<file path="config.mk">
export PLATFORM = sky130hd
export DESIGN_NAME = qti_front
export DESIGN_NICKNAME = d
export VERILOG_FILES = /design/src/hdl/qti_pkg.sv /design/src/hdl/qti_front.sv
export SDC_FILE = /design/constraint.sdc
export NUM_CORES = 1
export LEC_CHECK = 0
export BUFFER_PORTS_ARGS = -buffer_cell sky130_fd_sc_hd__buf_2
export CAP_MARGIN = 15
export CORE_AREA = 5 5 194 196
export CTS_BUF_LIST = sky130_fd_sc_hd__clkbuf_8 sky130_fd_sc_hd__clkbuf_16
export DETAILED_ROUTE_END_ITERATION = 12
export DIE_AREA = 0 0 199 201
export PLACE_DENSITY = 0.68
export SYNTH_ARGS = -nofsm -noshare
export SYNTH_HDL_FRONTEND = slang
export SYNTH_SLANG_ARGS = --single-unit
</file>
<file path="constraint.sdc">
create_clock -name i_clk -period 12.86 [get_ports i_clk]
set_input_delay 2.572 -clock i_clk [delete_from_list [all_inputs] [get_ports i_clk]]
set_output_delay 2.572 -clock i_clk [all_outputs]
set_load 0.05 [all_outputs]
</file>
<file path="src/hdl/qti_pkg.sv">
`timescale 1ns / 1ps
// ----------------------------------------------------------------------------
// qti_pkg: shared types and constants of the quad table interpolator
// Opcodes, word kinds, register indexes, queue word layout, status groups.
// ----------------------------------------------------------------------------
package qti_pkg;

    // input opcodes
    localparam logic [1:0] OP_BPW    = 2'd0;
    localparam logic [1:0] OP_ENT    = 2'd1;
    localparam logic [1:0] OP_QRY    = 2'd2;
    localparam logic [1:0] OP_UNUSED = 2'd3;   // ignored, gives no result

    // configuration register indexes
    localparam logic [1:0] REG_ALPHA = 2'd0;
    localparam logic [1:0] REG_SPEED = 2'd1;
    localparam logic [1:0] REG_FREQ  = 2'd2;
    localparam logic [1:0] REG_PHASE = 2'd3;

    // axis geometry
    localparam int AXES      = 4;
    localparam int PTS_LIMIT = 8;   // breakpoints usable per axis
    localparam int QDEPTH    = 2;   // front to back queue depth

    // stream word widths
    localparam int S_TDATA_W = 312;
    localparam int M_TDATA_W = 128;

    typedef enum logic [1:0] {
        K_NOP,
        K_BP,
        K_ENT,
        K_QRY
    } t_kind;

    // one classified word in the queue
    typedef struct packed {
        t_kind               kind;
        logic [4:0]          slot;
        logic [11:0]         addr;
        logic [31:0]         bpval;
        logic [3:0][31:0]    quad;   // table entries or query coordinates
    } t_qitem;

    typedef struct packed {
        logic [1:0] count;
        logic       full;
    } t_fstat;

    typedef struct packed {
        logic busy;
        logic hunting;
    } t_bstat;

    typedef enum logic [4:0] {
        S_IDLE,
        S_AX_LO,
        S_AX_HI,
        S_AX_CL,
        S_DN_RD,
        S_DN_CK,
        S_UP_RD,
        S_UP_CK,
        S_X0_RD,
        S_X0_CK,
        S_DV_INIT,
        S_DV_STEP,
        S_CR_RD,
        S_CR_END,
        S_LP_A,
        S_LP_B,
        S_DONE
    } t_state;

endpackage

</file>
<file path="src/hdl/qti_front.sv">
`timescale 1ns / 1ps
// ----------------------------------------------------------------------------
// qti_front: input classifier and word queue
// Unpacks the input word, classifies it by opcode, drops unused opcodes and
// queues the rest for the back end.
// ----------------------------------------------------------------------------
module qti_front (
    input  logic                            i_clk,
    input  logic                            i_rst_n,
    input  logic                            i_valid,
    output logic                            o_ready,
    input  logic [1:0]                      i_opcode,
    input  logic [qti_pkg::S_TDATA_W-1:0]   i_data,
    output qti_pkg::t_qitem                 o_item,
    output logic                            o_item_valid,
    input  logic                            i_item_ready,
    output qti_pkg::t_fstat                 o_stat
);

    qti_pkg::t_qitem w_item;
    qti_pkg::t_qitem r_q [qti_pkg::QDEPTH];
    logic            r_wp;
    logic            r_rp;
    logic [1:0]      r_cnt;
    logic            w_push;
    logic            w_pop;

    // classify and unpack
    always_comb begin
        case (i_opcode)
            qti_pkg::OP_BPW: w_item.kind = qti_pkg::K_BP;
            qti_pkg::OP_ENT: w_item.kind = qti_pkg::K_ENT;
            qti_pkg::OP_QRY: w_item.kind = qti_pkg::K_QRY;
            default:         w_item.kind = qti_pkg::K_NOP;
        endcase
        w_item.slot  = i_data[4:0];
        w_item.addr  = i_data[16:5];
        w_item.bpval = i_data[48:17];
        if (w_item.kind == qti_pkg::K_QRY) begin
            w_item.quad = i_data[304:177];
        end else begin
            w_item.quad = i_data[176:49];
        end
    end

    assign o_ready      = (r_cnt != 2'(qti_pkg::QDEPTH));
    assign w_push       = i_valid && o_ready && (w_item.kind != qti_pkg::K_NOP);
    assign o_item_valid = (r_cnt != 2'd0);
    assign w_pop        = o_item_valid && i_item_ready;
    assign o_item       = r_q[r_rp];

    // queue storage
    always_ff @(posedge i_clk) begin
        if (w_push) begin
            r_q[r_wp] <= w_item;
        end
    end

    // queue pointers
    always_ff @(posedge i_clk) begin
        if (!i_rst_n) begin
            r_wp  <= 1'b0;
            r_rp  <= 1'b0;
            r_cnt <= 2'd0;
        end else begin
            if (w_push) begin
                r_wp <= ~r_wp;
            end
            if (w_pop) begin
                r_rp <= ~r_rp;
            end
            case ({w_push, w_pop})
                2'b10:   r_cnt <= r_cnt + 2'd1;
                2'b01:   r_cnt <= r_cnt - 2'd1;
                default: r_cnt <= r_cnt;
            endcase
        end
    end

    assign o_stat.count = r_cnt;
    assign o_stat.full  = !o_ready;

endmodule

</file>
# Word-level counts from Yosys, hierarchy flattened
# Memories as Yosys holds them, arrays and structs flattened. A register that Yosys moved wholly into a read port is not among the register bits.
# Cells that the tools add are included.
dict set report op_classes {
  n_reduce_logical 8
  add_sub_neg 2
  n_eq_ne 6
  bitwise 2
  muxes 7
}
# op n
set ops {}
lappend ops {{128-bit 2-to-1 mux} 1}
lappend ops {{2-bit == test, second input constant} 3}
lappend ops {{2-bit one-hot mux with 3 select lines} 1}
lappend ops {{2-bit nonzero test} 3}
lappend ops {{2-bit by 1-bit == test with 1-bit output, second input constant} 2}
lappend ops {{1-bit 2-to-1 mux} 4}
lappend ops {{2-bit one-hot mux with 2 select lines} 1}
lappend ops {{1-bit logical AND} 3}
lappend ops {{2-bit by 1-bit adder with 2-bit output, second input constant} 1}
lappend ops {{2-bit zero test} 1}
lappend ops {{2-bit inequality test, second input constant} 1}
lappend ops {{1-bit inverter} 2}
lappend ops {{2-bit by 1-bit subtractor with 2-bit output, second input constant} 1}
lappend ops {{1-bit zero test} 1}
dict set report totals {
  word_cells 29
  ramBits 358
  mem_count 1
  regBits 4
  out_inout_bits 184
}
# name depth word_bits read_ports rd_clocked_by_memory_dff wr line_no
set mem_list {}
lappend mem_list {r_q 2 179 1 1 1 qti_front.sv:21} ;# qti_pkg::t_qitem r_q [qti_pkg::QDEPTH];

# Longest topological paths before layout
dict set report depth {
  word_depth 6
  depth_mapped 7
}

# Worst setup path before layout
# OpenSTA, ideal clock, no wires.
dict set report synth_path {
  kind {input to register}
  from {input i_opcode[0]}
  to {memory r_q[1][0] (netlist name) (enable)}
  required_ps 12140
  n_path_buf 0
  path_stages 4
  t_arrival_ps 10561
  path_slack_ps 1579
  setup_time_ps 720
  cell_sequence {ha_1 nand2b_1 or2b_1 nor2_1}
}
dict set report synth_between {
  elab_chain_cells 6
  word_cells_on_any_way 8
}
# element line_no
set synth_rtl {}
lappend synth_rtl {{start, declared} qti_front.sv:12} ;# input logic [1:0] i_opcode,
lappend synth_rtl {{2-bit == test, or another cell as far along} qti_front.sv:30} ;# case (i_opcode)
lappend synth_rtl {{2-bit one-hot mux with 3 select lines *} qti_front.sv:30}
lappend synth_rtl {{2-bit nonzero test *} qti_front.sv:47} ;# assign w_push = i_valid && o_ready && (w_item.kind != qti_pkg::K_NOP);
lappend synth_rtl {{1-bit logical AND *} qti_front.sv:47}
lappend synth_rtl {{1-bit 2-to-1 mux *} qti_front.sv:54} ;# if (w_push) begin
lappend synth_rtl {{1-bit 2-to-1 mux (not written as such) *} qti_front.sv:55} ;# r_q[r_wp] <= w_item;
lappend synth_rtl {{end, declared} qti_front.sv:21}
# Mark *: on every way between the ends. The rest lies on a longest branch, timed or not.

==> flow_results.org <==
** Status
- The run finished with clean final reports.

** Drt
- DR WL/cell :: 19.4 µm
- The first detailed-routing pass took 6 iterations.
- After detailed routing, the total wire length is 33600 µm.
- Detailed-route DRC error count :: 0
- The detailed router finished its first iteration with 333 violations.
- In this run the remaining antenna-violating nets after routing total 0.
- Summing over every cut layer, the via total after detailed routing is 8342.
- Via/cell ratio :: 4.81

** Synthesis
- Top cells by area in the synthesized netlist :: sky130_fd_sc_hd__edfxtp_1 (73%), sky130_fd_sc_hd__mux2_2 (23%), sky130_fd_sc_hd__buf_2 (0.78%), sky130_fd_sc_hd__dfxtp_1 (0.68%), sky130_fd_sc_hd__buf_4 (0.56%)
- Synthesized flop and latch total :: 363
- Avg Inst Size Synth :: 20.1 µm²
- Main flop type after synthesis :: sky130_fd_sc_hd__edfxtp_1
- Summing the sequential cell areas from Yosys gives 73.7% of the chip area.
- Number of unique standard cell types used by synthesis :: 21
- When the netlist entered floorplanning its net count stood at 1054.
- Ys Warns :: 0
- Yosys mapped a number of flops with a built-in enable equal to 358.
- Top cell types by occurrence after synthesis :: sky130_fd_sc_hd__edfxtp_1 (358), sky130_fd_sc_hd__mux2_2 (307), sky130_fd_sc_hd__buf_2 (23)
- Share of synthesized registers carrying an async set or reset :: 0%
- Mapped Cells :: 732
- The top cell type by area accounts for 73.1% of the synthesized area.
- The largest total area in the synthesized netlist belongs to sky130_fd_sc_hd__edfxtp_1.
- Among all cell types in the netlist, the one instantiated most often is sky130_fd_sc_hd__edfxtp_1.
- Post-Syn Area :: 0.0147 mm²

** Clock tree
- Total number of clock tree sinks :: 363
- Clock-pin slew of the registers on the worst-case setup and hold paths :: 0.06 ns
- The H-tree was split into 2 levels.
- For the worst-skew pair, the clock arrives at the later sink with an insertion delay of 0.52 ns.
- The cell sitting at the root of the clock tree is a sky130_fd_sc_hd__clkbuf_16.
- CTS buffer count :: 39
- Hold repair after CTS inserted 0 buffers.
- Once the clock tree was built, the resizer swapped 0 gates to a different size.
- TritonCTS clock tree :: yes
- Number of post-CTS setup repair buffers :: 0
- Bufs on Longest Clock Path :: 3

** Setup path
- Along the worst path, the maximum fanout reaches 70.
- In this design, the largest share of critical-path delay is due to buffers and inverters.
- For this design, the slowest cell found on the critical path is sky130_fd_sc_hd__dfxtp_4.
- Buffering stage count on the worst path with inverters included :: 2
- Kind of critical path :: flop to output pin
- For the worst setup path, the data arrival time is 3.02 ns.
- Worst R2R End :: r_q[0][41]$_DFFE_PP_
- Critical path capture point type :: output pin
- The worst register-to-register path has a depth of 5.
- CP required :: 10.29 ns
- The signal on the critical path passes through buf_4 > mux2_2 > buf_2.
- Beginning of the worst register-to-register path :: r_cnt[0]$_SDFFE_PN0P_
- Worst-case register-to-register setup slack :: 9.97 ns
- Critical Path Start Type :: flop
- In this design, the stage delay of the slowest critical-path cell is 0.99 ns.

** Timing
- Post-route minimum period :: 5.59 ns
- For this run, the top clock speed supported by timing is 0.179 GHz.
- Dividing the final minimum period by the clock period gives 43.5%.
- Clock Skews :: 0.00633 ns
- Across all setup checks in the final design, the least slack found is 7.27 ns.
- Final setup TNS :: 0 ns
- Setup Viol. Count Final :: 0
- Final number of max-transition violations :: 0
- Rel. slew slack :: 32.2%
- On the final layout, the worst hold slack is 0.507 ns.
- Setup repair after global routing left no endpoint under its margin.
- At the pin with the least slew margin, the transition time is 1.02 ns.
- The count of endpoints failing hold in the final timing report came to 0.

** Floorplan
- Total die area :: 0.0400 mm²
- Std cell rows :: 70
- Area of the placeable core :: 0.0359 mm²
- Ports placed on the boundary :: 502
- The die is 199 µm wide.
- In this run the vertical extent of the chip is 201 µm.
- Initial standard-cell utilization of the core :: 41.0%

** Min path
- The worst hold path terminates at r_wp$_SDFFE_PN0P_.
- Hold-critical path depth :: 2
- The min-delay analysis places its worst path in the category flop to flop.
- Worst Hold Launch :: r_wp$_SDFFE_PN0P_

** Global routing
- First-pass GRT wire length :: 49900 µm
- Entering global routing, the biggest net connects 164 pins.
- Global-route usage over all layers :: 16.1%
- Residual overflow from global routing :: 0
- Initial antenna violation count :: 2
- Via count of the first global-routing pass :: 8896

** Job
- Max-cap violations in this run came to 0.

** Power
- Worst voltage drop across the vdd grid :: 0.178 mV
- Leakage :: 7.22 nW
- The completed layout was analyzed and its total power is 3.95 mW.
- For this design the ratio of total power to cell area is 209 mW/mm².

** Placement
- IO Port Bufs :: 494
- The HPWL after detailed placement is 23500 µm.
- Routability-driven placement finished with a final weighted congestion of 0.799.
- Before CTS, the worst setup slack after placement is 7.60 ns.

** Final layout
- In the final design database the tool counted 1561 nets.
- Fillers :: 3009
- Fraction of layout cells with a size suffix above 1 :: 68.6%
- Signed area change from the synthesized netlist to the final layout :: 28.4%
==> cell type report <==
| type | count | area (µm²) | share of cell area [%] |
|---|---|---|---|
| multi-input cells | 330 | 3670 | 19.4 |
| repair buffers | 500 | 2530 | 13.4 |
| clock buffers | 41 | 1030 | 5.43 |
| flip-flops and latches | 363 | 10900 | 57.4 |
| diodes | 1 | 2.50 | 0.0132 |
| inverters | 5 | 23.8 | 0.126 |
| well taps | 468 | 586 | 3.10 |
| clock inverters | 28 | 209 | 1.11 |
==> power by group <==
part | switching (mW) | total (mW) | internal [mW]
combinational | 0.974 | 1.37 | 0.393
sequential | 0.0617 | 1.52 | 1.45
clock | 0.430 | 1.07 | 0.635
==> registers in the layout (all words and copies together) (netlist names), named ones only <==
name   cells
r_wp       1
r_rp       1
r_cnt      2
r_q      358
==> tightest hold or removal path, stage by stage (launching register included) <==
cell	delay, ns
sky130_fd_sc_hd__dfxtp_1	0.32
sky130_fd_sc_hd__o21ai_0	0.08
sky130_fd_sc_hd__a21boi_1	0.07
==> cell families (layout without fill, tap and decap cells) <==
logic type                 count (synthesis)  after routing  share of synthesized area (%)
DFF                                      363            363                           73.7
muxes                                    307            307                           23.5
AOI/OAI and AO/OA                          5              5                          0.221
buffers and inverters                     39            574                           1.47
adders and majority gates                  4              4                          0.340
other                                      0              1                              0
and+or+nand+nor                           11             11                          0.544
xor gates and xnor gates                   3              3                          0.179
==> worst max-delay path by stage <==
stage	endpoint	slack [ns]	cells past startpoint	startpoint
2_1_floorplan	r_q[1][0]$_DFFE_PP_	1.58	4	i_opcode[0]
3_3_place_gp	r_q[0][12]$_DFFE_PP_	7.63	6	i_opcode[1]
3_5_place_dp	r_q[0][27]$_DFFE_PP_	7.60	6	i_opcode[1]
4_1_cts	o_item[100]	7.16	3	flop
5_1_grt	o_item[100]	7.09	3	flop
6_report	o_item[100]	7.27	3	flop
==> per-layer routing <==
layer	routed length [µm]	track usage, %	up-vias
met5	7	0	-
met4	860	4.86	2
met3	2920	4.97	56
met2	17300	28.4	324
met1	12600	18.7	4068
li1	-	-	3892
==> layout by cell type, fill, tap and decap left out, types with 2 or more instances in the layout <==
master                      synthesis  final
sky130_fd_sc_hd__or2_2              2      2
sky130_fd_sc_hd__buf_4             11      5
sky130_fd_sc_hd__bufinv_16          0      3
sky130_fd_sc_hd__clkbuf_16          0     41
sky130_fd_sc_hd__clkinv_2           0      5
sky130_fd_sc_hd__ha_1               4      3
sky130_fd_sc_hd__clkinv_1           0      4
sky130_fd_sc_hd__clkinv_4           0      3
sky130_fd_sc_hd__o21ai_0            2      2
sky130_fd_sc_hd__xnor2_1            3      3
sky130_fd_sc_hd__a21boi_1           2      2
sky130_fd_sc_hd__nor2b_1            2      2
sky130_fd_sc_hd__mux2_2           307    307
sky130_fd_sc_hd__dfxtp_1            5      4
sky130_fd_sc_hd__buf_2             23    494
sky130_fd_sc_hd__edfxtp_1         358    358
sky130_fd_sc_hd__inv_1              4     15
==> stage by stage <==
stage,area (µm²),std cells,utilization (%)
6_report,18900,1736,52.6
3_5_place_dp,17700,1666,49.2
5_1_grt,18900,1736,52.6
4_1_cts,18900,1735,52.6
2_1_floorplan,14700,732,-
3_3_place_gp,17700,1666,49.2
Note: power is estimated with default switching activity, not from simulation.
